$ cat src/rtl/core/sfd_pkg.sv
// Shared types, result codes and the CRC-16 byte update for the frame deframer.
// No dependencies; every other file in rtl/core imports this package.
package sfd_pkg;

  localparam logic [15:0] CrcPoly = 16'h1021;
  localparam logic [15:0] CrcInit = 16'hFFFF;

  localparam int unsigned CfgIdxW = 2;

  localparam logic [CfgIdxW-1:0] CFG_SYNC_FIRST  = 2'd0;
  localparam logic [CfgIdxW-1:0] CFG_SYNC_SECOND = 2'd1;
  localparam logic [CfgIdxW-1:0] CFG_MAX_LEN     = 2'd2;

  localparam logic [1:0] KIND_PAYLOAD    = 2'd0;
  localparam logic [1:0] KIND_ACCEPT     = 2'd1;
  localparam logic [1:0] KIND_CRC_ERR    = 2'd2;
  localparam logic [1:0] KIND_MARKER_ERR = 2'd3;

  localparam logic [3:0] HdrLastIdx = 4'd8;

  typedef enum logic [4:0] {
    PH_HUNT    = 5'b00001,
    PH_HEADER  = 5'b00010,
    PH_PAYLOAD = 5'b00100,
    PH_CRC     = 5'b01000,
    PH_END     = 5'b10000
  } phase_e;

  typedef struct packed {
    logic [7:0]  sync_first;
    logic [7:0]  sync_second;
    logic [15:0] max_len;
    logic [15:0] crc_seed;
  } cfg_t;

  typedef struct packed {
    logic [1:0]  kind;
    logic [7:0]  data_byte;
    logic [15:0] byte_offset;
    logic [7:0]  frame_kind;
    logic [15:0] sequence_res;
    logic [31:0] time_stamp;
    logic [15:0] payload_length;
  } res_t;

  // CRC-16 with polynomial 0x1021, MSB first, one byte per call.
  function automatic logic [15:0] crc_byte(input logic [15:0] crc_in,
                                           input logic [7:0]  data);
    logic [15:0] crc;
    crc = crc_in ^ {data, 8'h00};
    for (int i = 0; i < 8; i++) begin
      if (crc[15]) begin
        crc = {crc[14:0], 1'b0} ^ CrcPoly;
      end else begin
        crc = {crc[14:0], 1'b0};
      end
    end
    return crc;
  endfunction

endpackage

$ cat src/rtl/core/sfd_cfg_regs.sv
// Configuration registers of the deframer: sync bytes and payload length limit.
// Depends on sfd_pkg for the register indexes, the cfg_t bundle and crc_byte.
module sfd_cfg_regs import sfd_pkg::*; (
  input  logic               clk_i,
  input  logic               rst_ni,
  input  logic               wr_en_i,
  input  logic [CfgIdxW-1:0] wr_index_i,
  input  logic [15:0]        wr_data_i,
  output cfg_t               cfg_o
);

  logic [7:0]  sync_first_q;
  logic [7:0]  sync_second_q;
  logic [15:0] max_len_q;

  always_ff @(posedge clk_i or negedge rst_ni) begin
    if (!rst_ni) begin
      sync_first_q  <= 8'hAA;
      sync_second_q <= 8'h55;
      max_len_q     <= 16'hFFFF;
    end else if (wr_en_i) begin
      case (wr_index_i)
        CFG_SYNC_FIRST:  sync_first_q  <= wr_data_i[7:0];
        CFG_SYNC_SECOND: sync_second_q <= wr_data_i[7:0];
        CFG_MAX_LEN:     max_len_q     <= wr_data_i;
        default: ;
      endcase
    end
  end

  // The CRC restarts over both sync bytes once the second one is seen.
  assign cfg_o.sync_first  = sync_first_q;
  assign cfg_o.sync_second = sync_second_q;
  assign cfg_o.max_len     = max_len_q;
  assign cfg_o.crc_seed    = crc_byte(crc_byte(CrcInit, sync_first_q), sync_second_q);

endmodule

$ cat src/rtl/core/sfd_parser.sv
// Frame parser: hunt, header capture, payload pass-through, CRC and end marker check.
// Depends on sfd_pkg; advances by one byte for each step and reports at most one result.
module sfd_parser import sfd_pkg::*; (
  input  logic       clk_i,
  input  logic       rst_ni,
  input  logic       step_i,
  input  logic [7:0] byte_i,
  input  cfg_t       cfg_i,
  output logic       res_valid_o,
  output res_t       res_o
);

  phase_e      phase_q, phase_d;
  logic        seen_q, seen_d;
  logic [3:0]  fcnt_q, fcnt_d;
  logic [7:0]  type_q, type_d;
  logic [15:0] seq_q, seq_d;
  logic [31:0] stamp_q, stamp_d;
  logic [15:0] len_q, len_d;
  logic [15:0] pcnt_q, pcnt_d;
  logic [15:0] crc_q, crc_d;
  logic [7:0]  held_q, held_d;

  logic [15:0] crc_upd;
  logic [15:0] len_new;
  logic [16:0] pcnt_inc;

  assign crc_upd  = crc_byte(crc_q, byte_i);
  assign len_new  = {len_q[7:0], byte_i};
  assign pcnt_inc = {1'b0, pcnt_q} + 17'd1;

  always_comb begin
    phase_d = phase_q;
    seen_d  = seen_q;
    fcnt_d  = fcnt_q;
    type_d  = type_q;
    seq_d   = seq_q;
    stamp_d = stamp_q;
    len_d   = len_q;
    pcnt_d  = pcnt_q;
    crc_d   = crc_q;
    held_d  = held_q;

    res_valid_o          = 1'b0;
    res_o.kind           = KIND_PAYLOAD;
    res_o.data_byte      = 8'h00;
    res_o.byte_offset    = 16'h0000;
    res_o.frame_kind     = type_q;
    res_o.sequence_res   = seq_q;
    res_o.time_stamp     = stamp_q;
    res_o.payload_length = len_q;

    case (phase_q)
      PH_HEADER: begin
        crc_d  = crc_upd;
        fcnt_d = fcnt_q + 4'd1;
        if (fcnt_q == 4'd0) begin
          type_d = byte_i;
        end else if (fcnt_q <= 4'd2) begin
          seq_d = {seq_q[7:0], byte_i};
        end else if (fcnt_q <= 4'd6) begin
          stamp_d = {stamp_q[23:0], byte_i};
        end else begin
          len_d = len_new;
        end
        // Only the last header byte can be the low length byte.
        if (fcnt_q >= HdrLastIdx) begin
          fcnt_d = 4'd0;
          if (len_new == 16'h0000 || len_new > cfg_i.max_len) begin
            phase_d = PH_HUNT;
            seen_d  = 1'b0;
          end else begin
            pcnt_d  = 16'h0000;
            phase_d = PH_PAYLOAD;
          end
        end
      end

      PH_PAYLOAD: begin
        crc_d             = crc_upd;
        res_valid_o       = 1'b1;
        res_o.kind        = KIND_PAYLOAD;
        res_o.data_byte   = byte_i;
        res_o.byte_offset = pcnt_q;
        pcnt_d            = pcnt_inc[15:0];
        if (pcnt_inc >= {1'b0, len_q}) begin
          phase_d = PH_CRC;
          fcnt_d  = 4'd0;
        end
      end

      PH_CRC: begin
        if (fcnt_q == 4'd0) begin
          held_d = byte_i;
          fcnt_d = 4'd1;
        end else begin
          fcnt_d = 4'd0;
          if ({held_q, byte_i} == crc_q) begin
            phase_d = PH_END;
          end else begin
            res_valid_o = 1'b1;
            res_o.kind  = KIND_CRC_ERR;
            phase_d     = PH_HUNT;
            seen_d      = 1'b0;
          end
        end
      end

      PH_END: begin
        if (fcnt_q == 4'd0) begin
          held_d = byte_i;
          fcnt_d = 4'd1;
        end else begin
          res_valid_o = 1'b1;
          if (held_q == cfg_i.sync_second && byte_i == cfg_i.sync_first) begin
            res_o.kind = KIND_ACCEPT;
          end else begin
            res_o.kind = KIND_MARKER_ERR;
          end
          phase_d = PH_HUNT;
          seen_d  = 1'b0;
          fcnt_d  = 4'd0;
        end
      end

      default: begin
        // Hunt. A broken sync pair does not re-arm on the byte that broke it.
        phase_d = PH_HUNT;
        if (!seen_q && byte_i == cfg_i.sync_first) begin
          seen_d = 1'b1;
        end else if (seen_q && byte_i == cfg_i.sync_second) begin
          seen_d  = 1'b0;
          fcnt_d  = 4'd0;
          crc_d   = cfg_i.crc_seed;
          phase_d = PH_HEADER;
        end else begin
          seen_d = 1'b0;
        end
      end
    endcase
  end

  always_ff @(posedge clk_i or negedge rst_ni) begin
    if (!rst_ni) begin
      phase_q <= PH_HUNT;
      seen_q  <= 1'b0;
      fcnt_q  <= 4'd0;
      type_q  <= 8'h00;
      seq_q   <= 16'h0000;
      stamp_q <= 32'h0000_0000;
      len_q   <= 16'h0000;
      pcnt_q  <= 16'h0000;
      crc_q   <= CrcInit;
      held_q  <= 8'h00;
    end else if (step_i) begin
      phase_q <= phase_d;
      seen_q  <= seen_d;
      fcnt_q  <= fcnt_d;
      type_q  <= type_d;
      seq_q   <= seq_d;
      stamp_q <= stamp_d;
      len_q   <= len_d;
      pcnt_q  <= pcnt_d;
      crc_q   <= crc_d;
      held_q  <= held_d;
    end
  end

endmodule

$ cat src/rtl/core/sync_frame_deframer_crc16.sv
// Sync-framed packet deframer with CRC-16 check: one received byte per input beat.
// A byte is held in the input register and its result, if any, in the result register.
// Throughput: one byte per cycle while out_ready_i is high; the input register and
// the result register each take a new beat in the same cycle as the old one leaves.
// Reset: rst_ni is asynchronous and active low; it empties both registers and
// returns the parser to the sync hunt with the default configuration.
module sync_frame_deframer_crc16 import sfd_pkg::*; (
  input  logic               clk_i,
  input  logic               rst_ni,
  input  logic               cfg_valid_i,
  output logic               cfg_ready_o,
  input  logic [CfgIdxW-1:0] cfg_index_i,
  input  logic [15:0]        cfg_data_i,
  input  logic               in_valid_i,
  output logic               in_ready_o,
  input  logic [7:0]         rx_byte_i,
  output logic               out_valid_o,
  input  logic               out_ready_i,
  output logic [1:0]         kind_o,
  output logic [7:0]         data_byte_o,
  output logic [15:0]        byte_offset_o,
  output logic [7:0]         frame_kind_o,
  output logic [15:0]        sequence_res_o,
  output logic [31:0]        time_stamp_o,
  output logic [15:0]        payload_length_o
);

  cfg_t        cfg;
  logic        in_vld_q;
  logic [7:0]  in_byte_q;
  logic        step;
  logic        res_valid;
  res_t        res;
  logic        out_vld_q;
  res_t        out_q;

  assign cfg_ready_o = 1'b1;

  sfd_cfg_regs u_cfg (
    .clk_i      (clk_i),
    .rst_ni     (rst_ni),
    .wr_en_i    (cfg_valid_i),
    .wr_index_i (cfg_index_i),
    .wr_data_i  (cfg_data_i),
    .cfg_o      (cfg)
  );

  // The held byte is processed once the result register is free or draining.
  assign step       = in_vld_q && (!out_vld_q || out_ready_i);
  assign in_ready_o = !in_vld_q || step;

  always_ff @(posedge clk_i or negedge rst_ni) begin
    if (!rst_ni) begin
      in_vld_q <= 1'b0;
    end else if (in_ready_o) begin
      in_vld_q <= in_valid_i;
    end
  end

  always_ff @(posedge clk_i) begin
    if (in_valid_i && in_ready_o) begin
      in_byte_q <= rx_byte_i;
    end
  end

  sfd_parser u_parser (
    .clk_i       (clk_i),
    .rst_ni      (rst_ni),
    .step_i      (step),
    .byte_i      (in_byte_q),
    .cfg_i       (cfg),
    .res_valid_o (res_valid),
    .res_o       (res)
  );

  always_ff @(posedge clk_i or negedge rst_ni) begin
    if (!rst_ni) begin
      out_vld_q <= 1'b0;
    end else if (step) begin
      out_vld_q <= res_valid;
    end else if (out_ready_i) begin
      out_vld_q <= 1'b0;
    end
  end

  always_ff @(posedge clk_i) begin
    if (step && res_valid) begin
      out_q <= res;
    end
  end

  assign out_valid_o      = out_vld_q;
  assign kind_o           = out_q.kind;
  assign data_byte_o      = out_q.data_byte;
  assign byte_offset_o    = out_q.byte_offset;
  assign frame_kind_o     = out_q.frame_kind;
  assign sequence_res_o   = out_q.sequence_res;
  assign time_stamp_o     = out_q.time_stamp;
  assign payload_length_o = out_q.payload_length;

endmodule
$ cat config.mk
export PLATFORM = sky130hd
export DESIGN_NAME = sync_frame_deframer_crc16
export DESIGN_NICKNAME = d
export VERILOG_FILES = /design/src/rtl/core/sfd_pkg.sv /design/src/rtl/core/sfd_cfg_regs.sv /design/src/rtl/core/sfd_parser.sv /design/src/rtl/core/sync_frame_deframer_crc16.sv
export SDC_FILE = /design/constraint.sdc
export NUM_CORES = 1
export LEC_CHECK = 0
export BUFFER_PORTS_ARGS = -buffer_cell sky130_fd_sc_hd__buf_2
export CAP_MARGIN = 20
export CORE_MARGIN = 2
export CORE_UTILIZATION = 55
export CTS_BUF_LIST = sky130_fd_sc_hd__clkbuf_2
export DETAILED_ROUTE_END_ITERATION = 8
export HOLD_SLACK_MARGIN = 0.03
export PLACE_DENSITY = 0.8
export SYNTH_ARGS = -nofsm -noshare
export SYNTH_HDL_FRONTEND = slang
export SYNTH_SLANG_ARGS = --single-unit
$ cat constraint.sdc
create_clock -name clk_i -period 17.93 [get_ports clk_i]
set_input_delay 2.6895 -clock clk_i [delete_from_list [all_inputs] [get_ports clk_i]]
set_output_delay 2.6895 -clock clk_i [all_outputs]
set_load 0.005 [all_outputs]
==> results.rst <==
.. list-table::
   :header-rows: 1

   * - Metric
     - Value
   * - Worst clock skew
     - 0.0664 ns
   * - Most used flip-flop cell after synthesis
     - dfrtp_1
   * - Width of the die
     - 152 um
   * - Xor-xnor portion of the synthesized cell area
     - 8.72%
   * - Critical-path maximum fanout
     - 4
   * - Pre-CTS setup slack
     - 11.71 ns
   * - Data required time of the worst path
     - 15.24 ns
   * - Area fraction in compound gates after synthesis
     - 5.01%
   * - Power density relative to cell area
     - 98.9 nW/um2
   * - Via count of the first global-routing pass
     - 7561
   * - Buffers inserted by post-CTS timing repair
     - 0
   * - Final number of max-transition violations
     - 0
   * - Portion of the clock cycle consumed by the worst path in the final layout
     - 34.7%
   * - Std-Cell Core Area
     - 21600 um2
   * - Cell Chain, Critical Path
     - buf_2 > or2b_2 > or2_2 > buf_2
   * - Worst-case vdd ir drop
     - 0.0620 mV
   * - Number of instances resized during post-cts repair
     - 0
   * - Layout cell share with drive strength beyond 1
     - 36.1%
   * - LEAKAGE
     - 5.76 nW
   * - Post-synthesis adder-cell area fraction
     - 3.65%
   * - Sum Neg Setup Slack
     - 0 ns
   * - Total global-route track usage
     - 22.1%
   * - Number of standard cells after synthesis
     - 934
   * - Setup-violating endpoint count in the final report
     - 0
   * - Antenna violations before repair
     - 1
   * - Die height
     - 152 um
   * - Clock slew at reported path FFs
     - 0.11 ns
   * - Maximum clock insertion buffer count
     - 3
   * - HPWL reported at the end of detailed placement
     - 16600 um
   * - TritonCTS clock tree
     - yes
   * - Proportion of synthesized area in mux cells
     - 11.0%
   * - Post-route setup slack
     - 11.71 ns
   * - Detailed router's first-iteration violation count
     - 416
   * - Insertion delay to the later sink of the worst-skew pair
     - 0.84 ns
   * - Ports
     - 132
   * - P&R area growth vs syn
     - 13.1%
   * - Effective utilization at floorplan
     - 55.5%
   * - Async set-or-reset flop fraction in the synthesized netlist
     - 59.5%
   * - Drt total wl
     - 24700 um
   * - Post-synth design cell area
     - 12000 um2
   * - EDFF count, synth
     - 106
   * - Wire length per cell
     - 17.2 um
   * - Residual DRC count
     - 0
   * - Dominant combinational cell family by area after synthesis
     - multiplexers
   * - Maxcap violations
     - 0
   * - Sequential element share of the synthesized area
     - 59.4%
   * - Hold buffers post-CTS
     - 0
   * - CTS Buf Count
     - 67
   * - Number of vias in the routed layout
     - 7704
   * - First-pass GRT wire length
     - 39000 um
   * - Final-report hold violation count
     - 0
   * - Minimum period implied by the final worst setup slack
     - 6.22 ns
   * - Mean post-synth cell area
     - 12.9 um2
   * - Transition time of the tightest slew-check pin
     - 1.06 ns
   * - Layout net count
     - 1165
   * - Worst stage delay on the critical path
     - 0.31 ns
   * - Number of synthesized register bits
     - 262
   * - Kind of capture point of the worst setup path
     - primary output
   * - Crit Path Category
     - in -> out
   * - Synth Area in Simple Gates
     - 8.37%
   * - Synth Warn #
     - 0
   * - Tightest Hold Check Type
     - reg -> reg
   * - Achievable frequency
     - 161 MHz
   * - Antenna viol nets, final
     - 0
   * - Most frequent cell on the critical path
     - buf_2
   * - Slowest stage cell, crit path
     - or2b_2
   * - Post-synth cell types
     - 60
   * - Outcome
     - finished, final reports clean
   * - Worst Path Arrival
     - 3.53 ns
   * - RSZ-0062 raised after global routing
     - false
   * - Final weighted congestion in routability-driven placement
     - 0.843
   * - H-tree levels
     - 3
   * - CTS root buffer
     - clkbuf_2
   * - Vias per inst
     - 5.37
   * - Port Buffer Count
     - 130
   * - Count of clock tree sinks
     - 262
   * - First-pass iteration count of the detailed router
     - 5
   * - Row cnt
     - 54
   * - Tightest slew margin relative to the limit
     - 29.2%
   * - Pin count of the biggest net entering global routing
     - 81
   * - DIE AREA
     - 23000 um2
   * - Remaining global-route overflow
     - 0
   * - Total nets after synthesis
     - 1000
   * - Kind of start point of the critical path
     - input pin
-- logic make-up (layout without fill, tap and decap cells) --
family	count (synthesis)	in the layout
muxes	115	115
adders and majority gates	35	35
xor gates and xnor gates	118	118
and+or+nand+nor	196	196
AOI/OAI and AO/OA	99	99
other	1	2
buffers and inverters	108	328
DFF	262	262
-- flip-flops by register name (all words and copies together), names as in the netlist, 16 cells and up --
register and flops:
u_parser.len_q 16, u_parser.seq_q 16, payload_length_o 16, time_stamp_o 32, u_parser.pcnt_q 16, byte_offset_o 16, u_parser.stamp_q 32, u_cfg.max_len_q 16
sequence_res_o 16, u_parser.crc_q 16
-- metal layers --
layer | track usage (%) | share of wire [%]
met3 | 5.09 | 5.6
met4 | 7.82 | 1.9
met2 | 34.8 | 48
met1 | 30.3 | 44
met5 | 0 | 0
-- placed cells by master, fill, tap and decap left out, types with 4 or more instances in the layout --
| cell | synthesis | final |
|---|---|---|
| a211oi_1 | 4 | 4 |
| a21oi_1 | 22 | 22 |
| and2_1 | 11 | 11 |
| and3_1 | 7 | 7 |
| buf_2 | 8 | 130 |
| buf_4 | 1 | 9 |
| clkbuf_2 | 0 | 104 |
| clkinv_1 | 1 | 10 |
| clkinv_2 | 0 | 4 |
| dfrtp_1 | 115 | 115 |
| dfstp_2 | 41 | 41 |
| edfxtp_1 | 106 | 106 |
| ha_1 | 35 | 35 |
| inv_1 | 62 | 62 |
| mux2_2 | 100 | 100 |
| mux2_4 | 8 | 8 |
| mux2i_1 | 7 | 7 |
| nand2_1 | 46 | 46 |
| nand3_1 | 14 | 14 |
| nand3b_1 | 4 | 4 |
| nand4_1 | 15 | 15 |
| nor2_1 | 52 | 50 |
| nor3_1 | 11 | 10 |
| nor4_1 | 16 | 16 |
| o211ai_1 | 5 | 5 |
| o21a_1 | 4 | 4 |
| o21ai_0 | 37 | 37 |
| o22ai_1 | 9 | 9 |
| o2bb2ai_1 | 5 | 5 |
| xnor2_1 | 73 | 73 |
| xor2_1 | 44 | 44 |
-- metrics by stage --
stage	hold slack, ns	total power (W)	utilization (%)	area (um2)	instances
CTS	0.448	0.00136	62.7	13600	1432
global placement	0.428	0.000921	59.6	12900	1308
floorplan	0.419	0.000872	-	12000	934
global route	0.449	0.00142	62.8	13600	1435
detailed placement	0.436	0.000927	59.6	12900	1308
finish	0.447	0.00134	62.8	13600	1435
-- cell usage after synthesis (16+ instances only) --
cell type | number | area (um2)
o21ai_0 | 37 | 185
xnor2_1 | 73 | 639
inv_1 | 62 | 233
edfxtp_1 | 106 | 3180
a21oi_1 | 22 | 110
nor2_1 | 52 | 195
dfstp_2 | 41 | 1080
nand2_1 | 46 | 173
ha_1 | 35 | 438
mux2_2 | 100 | 1130
dfrtp_1 | 115 | 2880
nor4_1 | 16 | 100
clkbuf_1 | 30 | 113
xor2_1 | 44 | 385
-- layout make-up --
| type | instances | area [um2] |
|---|---|---|
| inverters | 63 | 236 |
| clock buffers | 104 | 520 |
| flip-flops and latches | 262 | 7140 |
| well taps | 280 | 350 |
| repair buffers | 141 | 749 |
| multi-input cells | 564 | 4430 |
| fillers | 1704 | 8040 |
| diodes | 1 | 2.50 |
| clock inverters | 20 | 155 |
-- path summary, 6_finish.rpt --
path,start,end,slack (ns),cells after the start
worst min register to register,u_parser.stamp_q[3],time_stamp_o[3],0.45,0
worst min-delay path,u_parser.stamp_q[3],time_stamp_o[3],0.45,0
min in group asynchronous,rst_ni,u_cfg.sync_second_q[5],1.92,1
worst max register to register,u_parser.pcnt_q[0],u_parser.phase_q[4],14.03,12
worst max-delay path,out_ready_i,in_ready_o,11.71,4
max in group asynchronous,rst_ni,u_parser.seq_q[1],14.55,2
-- power by group --
| part | internal (W) | leakage (nW) | switching, W | total [W] |
|---|---|---|---|---|
| logic | 0.000108 | 2.63 | 0.000112 | 0.000220 |
| registers | 0.000661 | 2.63 | 0.0000342 | 0.000695 |
| clock network | 0.000186 | 0.503 | 0.000243 | 0.000428 |
| total | 0.000955 | 5.76 | 0.000389 | 0.00134 |
-- worst max-delay path, delay by kind of cell --
kind,cells,cell delay (ns)
simple gates,2,0.62
buf+inv,2,0.23
No activity file was read; power rests on OpenSTA's default activity.
